--- config.mk ---
export PLATFORM = sky130hd
export DESIGN_NAME = rfab_fifo
export DESIGN_NICKNAME = d
export VERILOG_FILES = /design/src/rtl/rfab_fifo.sv
export SDC_FILE = /design/constraint.sdc
export NUM_CORES = 1
export LEC_CHECK = 0
export BUFFER_PORTS_ARGS = -buffer_cell sky130_fd_sc_hd__buf_2
export CORE_AREA = 2 2 79 81
export DETAILED_ROUTE_END_ITERATION = 8
export DIE_AREA = 0 0 81 83
export GPL_ROUTABILITY_DRIVEN = 0
export PLACE_DENSITY = 0.77
export SKIP_CTS_REPAIR_TIMING = 1
export SLEW_MARGIN = 20
export SYNTH_ARGS = -nofsm -noshare
export SYNTH_HDL_FRONTEND = slang
export SYNTH_SLANG_ARGS = --single-unit
--- constraint.sdc ---
create_clock -name clk -period 4.3 [get_ports clk]
set_clock_uncertainty 0.2 [all_clocks]
set_input_delay 0.43 -clock clk [delete_from_list [all_inputs] [get_ports clk]]
set_output_delay 0.43 -clock clk [all_outputs]
set_load 0.02 [all_outputs]
--- src/rtl/rfab_fifo.sv ---
// Small register queue used between the front and back parts and for results.
// Generic payload width; depends on nothing.
module rfab_fifo #(
	parameter int WIDTH = 32,
	parameter int DEPTH = 2
) (
	input  logic             clk,
	input  logic             arst_n,
	input  logic             push,
	input  logic [WIDTH-1:0] wdata,
	output logic             full,
	input  logic             pop,
	output logic [WIDTH-1:0] rdata,
	output logic             empty
);

	localparam int PW = (DEPTH > 1) ? $clog2(DEPTH) : 1;
	localparam int CW = $clog2(DEPTH + 1);
	localparam logic [PW-1:0] LAST_PTR = PW'(DEPTH - 1);

	logic [WIDTH-1:0] mem_q [DEPTH];
	logic [PW-1:0] wptr_q;
	logic [PW-1:0] rptr_q;
	logic [CW-1:0] cnt_q;
	logic do_push;
	logic do_pop;

	assign full = (cnt_q == CW'(DEPTH));
	assign empty = (cnt_q == '0);
	assign do_push = push && !full;
	assign do_pop = pop && !empty;
	assign rdata = mem_q[rptr_q];

	always_ff @(posedge clk) begin
		if (do_push) begin
			mem_q[wptr_q] <= wdata;
		end
	end

	always_ff @(posedge clk or negedge arst_n) begin
		if (!arst_n) begin
			wptr_q <= '0;
			rptr_q <= '0;
			cnt_q <= '0;
		end else begin
			if (do_push) begin
				wptr_q <= (wptr_q == LAST_PTR) ? '0 : wptr_q + 1'b1;
			end
			if (do_pop) begin
				rptr_q <= (rptr_q == LAST_PTR) ? '0 : rptr_q + 1'b1;
			end
			if (do_push && !do_pop) begin
				cnt_q <= cnt_q + 1'b1;
			end else if (do_pop && !do_push) begin
				cnt_q <= cnt_q - 1'b1;
			end
		end
	end

endmodule

==> impl_metrics.ini <==
[status]
outcome = complete, no violations

[grt]
met1_usage_pct = 14.6
grt_max_degree = 34
use_met3_pct = 5.11
busiest_layer = met2
grt_pass1_vias = 1283
use_met2_pct = 18.6
grt_pass1_wl_um = 6030
grt_overflow_total = 0
antenna_found_initial = 1
grtUsageTotal_pct = 12.4

[clock_tree]
htreeDepth = 3
root_buffer = clkbuf_8
clock-sinks = 68
insertion_delay_ns = 0.33
clk_pin_slew_ns = 0.07
cts_tree = yes
max-clock-path-buffers = 2
numCtsBuffers = 9

[critical_path]
arrival_ns = 1.94
reg2reg_setup_slack_ns = 2.16
worstRegToRegCells = 3
crit_fanout = 33
setup.worst_path.start_class = flop
timing.rr.start = cnt_q[0]
r2r_end = mem_q[1][10]
cp-end-kind = primary output
required_ns = 3.67
crit_type = reg -> out
cp-startpoint = rptr_q

[worst_hold_path]
holdPathStages = 1
hold_path.class = in -> reg
whs_endpoint = mem_q[0][30]
min_from = wdata[30]

[drt]
drc = 0
wl_per_cell_um = 14.2
drt-total-wl_um = 3940
ant_nets = 0
avgViaCountPerCell = 4.61
vias = 1277
firstDrtPassIters = 4
drt_iter0_drc = 60

[final_layout]
n_antenna_cell = 0
fin_nets = 234
syn_to_final_growth_pct = 21.1
drive_above_1_share_pct = 58.9

[logic_synthesis]
yosysWarnings = 0
syn_inst = 119
ys_seq_elements = 68
mappedNetlistArea_um2 = 2660
ys_seq_area_share_pct = 76.0
synth.distinct_cells = 15
avgSynthCellArea_um2 = 22.3
syn-num-nets = 156

[timing]
hold_viol = 0
period_minus_slack_ns = 2.57
setup_viol = 0
setup_slack_ns = 1.73
slew_headroom_pct = 33.2
fin_crit_sh_pct = 59.7
final.setup.tns_ns = 0
rsz0062_at_grt = false
max_freq_mhz = 390
maxSlewViolCount = 0
worstMarginPinSlew_ns = 1.00

[power_and_ir_drop]
p_leak_nw = 1.32
worst_ir_drop_vdd_uv = 415
powerDensity_nw_per_um2 = 691

[floorplanning]
coreArea_um2 = 5820
die_area_um2 = 6720
die_x_um = 81
rows = 28
initial_core_util_pct = 45.7
io_pins = 70
die_h_um = 83

[flow_run]
maxCapViolations = 0

[placement]
post-place-ws_ns = 2.06
portBuffers = 69
dp_hpwl_um = 2630
## per-stage QoR
step / area, um2 / std cells / util [%] / total power, mW / hold slack, ns
after floorplan: 2660 / 119 / - / 1.66 / -0.0656
after global routing: 3220 / 277 / 55.4 / 2.35 / 0.0629
after detailed placement: 3040 / 260 / 52.3 / 1.82 / 0.0441
final: 3220 / 277 / 55.4 / 2.23 / 0.0797
after global placement: 3040 / 260 / 52.3 / 1.81 / 0.0397
after CTS: 3210 / 276 / 55.2 / 2.26 / -0.326
## state kept, by name, summed over array words and instances (netlist names)
name / cells
rptr_q: 1
cnt_q: 2
wptr_q: 1
mem_q: 64
## report_power, final
| part | total [mW] | switching (mW) | internal, mW |
|---|---|---|---|
| Combinational | 0.753 | 0.381 | 0.372 |
| Clock | 0.432 | 0.227 | 0.205 |
| Sequential | 1.04 | 0.131 | 0.910 |
## critical path, stage by stage, from the launching register on
cell and delay, ns:
dfrtp_2 1.03, mux2_2 0.41, buf_2 0.16
## area by class of cell
type	instances	area (um2)
Fill cell	480	2590
Sequential cell	68	2020
Multi-Input combinational cell	45	566
Timing Repair Buffer	71	363
Clock buffer	9	124
Tap cell	75	93.8
Clock inverter	7	43.8
Inverter	2	7.51
## worst max-delay path by stage
stage	end	depth (start not counted)
floorplan	mem_q[0][0]	3
global placement	rdata[14]	2
detailed placement	rdata[14]	2
CTS	rdata[14]	2
global route	rdata[9]	2
finish	rdata[14]	2
## cells in the final DEF (no fill, tap or decap), drive strengths merged
cell / n
dlygate4sd3: 1
ha: 1
clkinv: 6
clkbuf: 9
xnor2: 3
inv: 2
xor2: 2
o21ai: 1
nand2: 1
and3: 1
buf: 70
dfrtp: 4
mux2: 32
nor2: 3
nand2b: 1
clkinvlp: 1
edfxtp: 64
## metal layers
| layer | part of all wire [%] | up-vias |
|---|---|---|
| met1 | 42 | 604 |
| met3 | 9.0 | 11 |
| li1 | - | 611 |
| met2 | 47 | 49 |
| met5 | 0.33 | - |
| met4 | 2.1 | 2 |
## cells by family (layout without fill, tap and decap cells)
family,Yosys count,after routing,synth area share (%)
compound gates,1,1,0.188
xor+xnor,5,5,1.65
fa+ha+maj,1,1,0.471
buf+inv,6,89,2.96
flops,68,68,76.0
mux,32,32,17.6
simple gates,6,6,1.04
## cells in the mapped netlist
library cell  instances  area share [%]
inv_1                 2            0.28
o21ai_1               1            0.19
and3_1                1            0.24
dfrtp_1               4             3.8
buf_12                3             2.3
mux2_2                3             1.3
ha_1                  1            0.47
xor2_1                2            0.66
edfxtp_1             64              72
nand2b_1              1            0.24
nor2_1                3            0.42
buf_6                 1            0.42
xnor2_1               3            0.99
nand2_1               1            0.14
mux2_4               29              16
Power figures use the tool's default switching activity.
