## config.mk

```make
export PLATFORM = sky130hd
export DESIGN_NAME = rfab_front
export DESIGN_NICKNAME = d
export VERILOG_FILES = /design/src/rtl/rfab_pkg.sv /design/src/rtl/rfab_front.sv
export SDC_FILE = /design/constraint.sdc
export NUM_CORES = 1
export LEC_CHECK = 0
export ABC_AREA = 1
export BUFFER_PORTS_ARGS = -buffer_cell sky130_fd_sc_hd__buf_4
export CORE_AREA = 3 3 72 74
export DETAILED_ROUTE_END_ITERATION = 8
export DIE_AREA = 0 0 75 77
export PLACE_DENSITY = 0.95
export RECOVER_POWER = 100
export SLEW_MARGIN = 30
export SYNTH_ARGS = -nofsm -noshare
export SYNTH_HDL_FRONTEND = slang
export SYNTH_SLANG_ARGS = --single-unit
```

## constraint.sdc

```tcl
create_clock -name vclk -period 12
set_input_delay 1.8 -clock vclk [all_inputs]
set_output_delay 1.8 -clock vclk [all_outputs]
set_load 0.05 [all_outputs]
```

## src/rtl/rfab_pkg.sv

```systemverilog
// Shared types, constants and helpers for the rectangle fill and alpha blend block.
// Used by every module in rtl/ except rfab_fifo; depends on nothing.
package rfab_pkg;

	localparam int DEF_FRAME_WIDTH = 256;
	localparam int DEF_FRAME_HEIGHT = 256;
	localparam int CNT_W = 9;
	localparam int CMDQ_DEPTH = 2;
	localparam int RESQ_DEPTH = 2;

	localparam logic [1:0] OP_CLEAR = 2'd0;
	localparam logic [1:0] OP_FILL = 2'd1;
	localparam logic [1:0] OP_READ = 2'd2;

	typedef enum logic [1:0] {
		K_CLEAR = 2'd0,
		K_FILL = 2'd1,
		K_READ = 2'd2,
		K_NOP = 2'd3
	} kind_t;

	typedef struct packed {
		logic [7:0] alpha;
		logic [7:0] blue;
		logic [7:0] green;
		logic [7:0] red;
	} color_t;

	typedef struct packed {
		kind_t kind;
		logic [7:0] x;
		logic [7:0] y;
		logic [CNT_W-1:0] cols;
		logic [CNT_W-1:0] rows;
		color_t color;
	} cmd_t;

	function automatic logic [7:0] div255(input logic [15:0] v);
		logic [16:0] t;
		t = {1'b0, v} + {9'd0, v[15:8]} + 17'd1;
		return t[15:8];
	endfunction

endpackage

```

## src/rtl/rfab_front.sv

```systemverilog
// Front part: classifies an item and clips its rectangle to the frame.
// Depends on rfab_pkg.
module rfab_front #(
	parameter int FRAME_WIDTH = 256,
	parameter int FRAME_HEIGHT = 256
) (
	input  logic          [1:0] op,
	input  logic          [7:0] x_left,
	input  logic          [7:0] y_top,
	input  logic          [8:0] rect_width,
	input  logic          [8:0] rect_height,
	input  logic          [7:0] red,
	input  logic          [7:0] green,
	input  logic          [7:0] blue,
	input  logic          [7:0] alpha,
	output rfab_pkg::cmd_t      cmd
);

	import rfab_pkg::*;

	localparam int XW = ($clog2(FRAME_WIDTH + 1) > 10) ? $clog2(FRAME_WIDTH + 1) : 10;
	localparam int YW = ($clog2(FRAME_HEIGHT + 1) > 10) ? $clog2(FRAME_HEIGHT + 1) : 10;
	localparam logic [XW-1:0] W_LIM = XW'(FRAME_WIDTH);
	localparam logic [YW-1:0] H_LIM = YW'(FRAME_HEIGHT);

	logic in_frame;
	logic [XW-1:0] x_ext;
	logic [YW-1:0] y_ext;
	logic [XW-1:0] x_end;
	logic [YW-1:0] y_end;
	logic [XW-1:0] x_cnt;
	logic [YW-1:0] y_cnt;

	always_comb begin
		x_ext = XW'(x_left);
		y_ext = YW'(y_top);
		in_frame = (x_ext < W_LIM) && (y_ext < H_LIM);
		x_end = x_ext + XW'(rect_width);
		y_end = y_ext + YW'(rect_height);
		if (x_end > W_LIM) begin
			x_end = W_LIM;
		end
		if (y_end > H_LIM) begin
			y_end = H_LIM;
		end
		x_cnt = x_end - x_ext;
		y_cnt = y_end - y_ext;

		cmd.x = x_left;
		cmd.y = y_top;
		cmd.cols = x_cnt[CNT_W-1:0];
		cmd.rows = y_cnt[CNT_W-1:0];
		cmd.color.red = red;
		cmd.color.green = green;
		cmd.color.blue = blue;
		cmd.color.alpha = alpha;
		case (op)
			OP_CLEAR: begin
				cmd.kind = K_CLEAR;
			end
			OP_FILL: begin
				cmd.kind = (in_frame && rect_width != '0 && rect_height != '0) ? K_FILL : K_NOP;
			end
			OP_READ: begin
				cmd.kind = in_frame ? K_READ : K_NOP;
			end
			default: begin
				cmd.kind = K_NOP;
			end
		endcase
	end

endmodule

```

==> results.json <==
{
  "syn_inst": 380,
  "end_kind": "output port",
  "max_freq_ghz": 0.1329,
  "rows": 25,
  "syn_to_final_growth_pct": 4.394,
  "post-route-drc-count": 0,
  "numSequentialCells": 0,
  "finalNetCount": 506,
  "wirelength_mm": 5.432,
  "dpl_cell_area_um2": 2482,
  "fin_setup_tns_ps": 0,
  "critPathLaunchType": "primary input",
  "wl_per_cell_um": 11.91,
  "core_region_area_um2": 4661,
  "peakVddDrop_v": 0.00009831,
  "cts_setup_buffers": 0,
  "design_area_um2": 2349,
  "clkbuf_count": 0,
  "syn_area_um2": 2250,
  "crit_start": "x_left[0]",
  "grt_pass1_vias": 2249,
  "io_pins": 136,
  "die_y_um": 77,
  "initialDrtViolationCount": 75,
  "drv_cap": 0,
  "cts_resized": 0,
  "relSlewSlack_pct": 60.02,
  "ys_warn_count": 0,
  "hp-start": "blue[6]",
  "timing.hold.ws_ps": 3600,
  "antenna_cells": 0,
  "required_ps": 10200,
  "status": "finished clean",
  "start_util_pct": 48.27,
  "hold_end": "cmd[22]",
  "vias": 2285,
  "grt_max_degree": 8,
  "place.gp.congestion": 0.9179,
  "ant_nets": 0,
  "drt_pass1_iterations": 4,
  "rsz0062_at_grt": "false",
  "p_leak_nw": 1.434,
  "cts-hold-fix-buffers": 0,
  "setup_violations": 0,
  "min_path_type": "primary input to output port",
  "grt_usage_pct": 18.58,
  "grt_overflow": 0,
  "hold-path-cell-count": 0,
  "ys_seq_area_share_pct": 0,
  "final_cell_mix": "nand2_1 (96), inv_1 (66), buf_4 (37), clkbuf_1 (35), ha_1 (30)",
  "place.port_buffers": 72,
  "dieWidth_um": 75,
  "critical_path_peak_fanout": 5,
  "antenna_found_initial": 0,
  "vias_per_cell": 5.011,
  "fillCellCount": 480,
  "worst_pin_slew_ps": 602.3,
  "worstPathArrival_ps": 5720,
  "slew_violations": 0,
  "p_per_area_nw_per_um2": 106.6,
  "postSynthAreaPerCell_um2": 5.920,
  "grt_pass1_wl_mm": 9.052,
  "crit_type": "primary input to output port",
  "syn-num-nets": 482,
  "min_period_ps": 7524,
  "die_area_um2": 5775,
  "final-seq-area_um2": 0,
  "hold_viol": 0,
  "dpl.hpwl_mm": 4.855,
  "drive_gt1_share_pct": 16.67,
  "synth_cell_types": 30,
  "layout_commonest_cell": "nand2_1",
  "layout_worst_path_cycle_share_pct": 62.70
}
layout make-up:
type                       count  area [um^2]  area share [%]
multi-input combinational    262         1617           68.83
timing repair buffer          72        409.1           17.42
tap                           54        67.56           2.877
inverter                      68        255.2           10.87
layer usage:
layer / share of wire (%) / GRT usage, % / up-vias
li1: - / - / 1198
met3: 6.2 / 2.621 / 14
met2: 51 / 35.37 / 87
met1: 41 / 21.06 / 986
met4: 1.5 / 3.559 / 0
met5: 0 / 0 / -
stage by stage:
step / setup slack [ps] / instances / power (mW) / utilization [%]
CTS: 4769 / 456 / 0.2726 / 53.26
global route: 4210 / 456 / 0.2719 / 50.39
global placement: 4883 / 456 / 0.2665 / 53.26
finish: 4476 / 456 / 0.2503 / 50.39
floorplan: 4924 / 380 / 0.2318 / -
detailed placement: 4808 / 456 / 0.2714 / 53.26
where the power goes:
| group | total [mW] | switching (mW) | internal [mW] |
|---|---|---|---|
| registers | 0 | 0 | 0 |
| logic | 0.250 | 0.183 | 0.0670 |
| clock network | 0 | 0 | 0 |
| total | 0.250 | 0.183 | 0.0670 |
cell usage after synthesis, types with 4 or more instances:
| master | instances | area share (%) |
|---|---|---|
| nand2_1 | 95 | 16 |
| inv_1 | 66 | 11 |
| buf_4 | 48 | 16 |
| ha_1 | 30 | 17 |
| nand3_1 | 29 | 6.5 |
| nor2_1 | 23 | 3.8 |
| a21oi_1 | 21 | 4.7 |
| nand3_2 | 10 | 4.4 |
| nand2_2 | 9 | 2.5 |
| xor2_1 | 9 | 3.5 |
| fa_1 | 4 | 3.6 |
| nor2_2 | 4 | 1.1 |
critical path: stages:
cell and delay (ps):
buf_4 110, ha_1 240, inv_1 80, fa_1 400, inv_1 90, nand2_1 50
nand2_1 130, nand3_2 90, nand3_1 110, nand2_2 70, nor2_2 110, nand3_2 80
nand2_1 160, inv_2 80, nor2_1 150, inv_1 80, fa_1 430, o21ai_0 280
a21oi_1 110, o21bai_1 220, a21o_1 140, a21oi_1 60, xor2_1 150, clkbuf_1 490
worst max-delay path by stage:
stage / to / slack, ps / depth (start not counted)
finish: cmd[49] / 4480 / 24
global route: cmd[49] / 4210 / 24
CTS: cmd[40] / 4770 / 23
detailed placement: cmd[40] / 4810 / 23
global placement: cmd[49] / 4880 / 24
floorplan: cmd[49] / 4920 / 22
kinds of logic (layout without fill, tap and decap cells):
| logic type | after synthesis | in the layout | share of synthesized area [%] |
|---|---|---|---|
| buf+inv | 118 | 140 | 28.03 |
| compound gates | 36 | 36 | 9.566 |
| xor+xnor | 12 | 12 | 4.672 |
| fa+ha+maj | 34 | 34 | 20.24 |
| simple gates | 180 | 180 | 37.49 |
(Power assumes the default switching activity.)
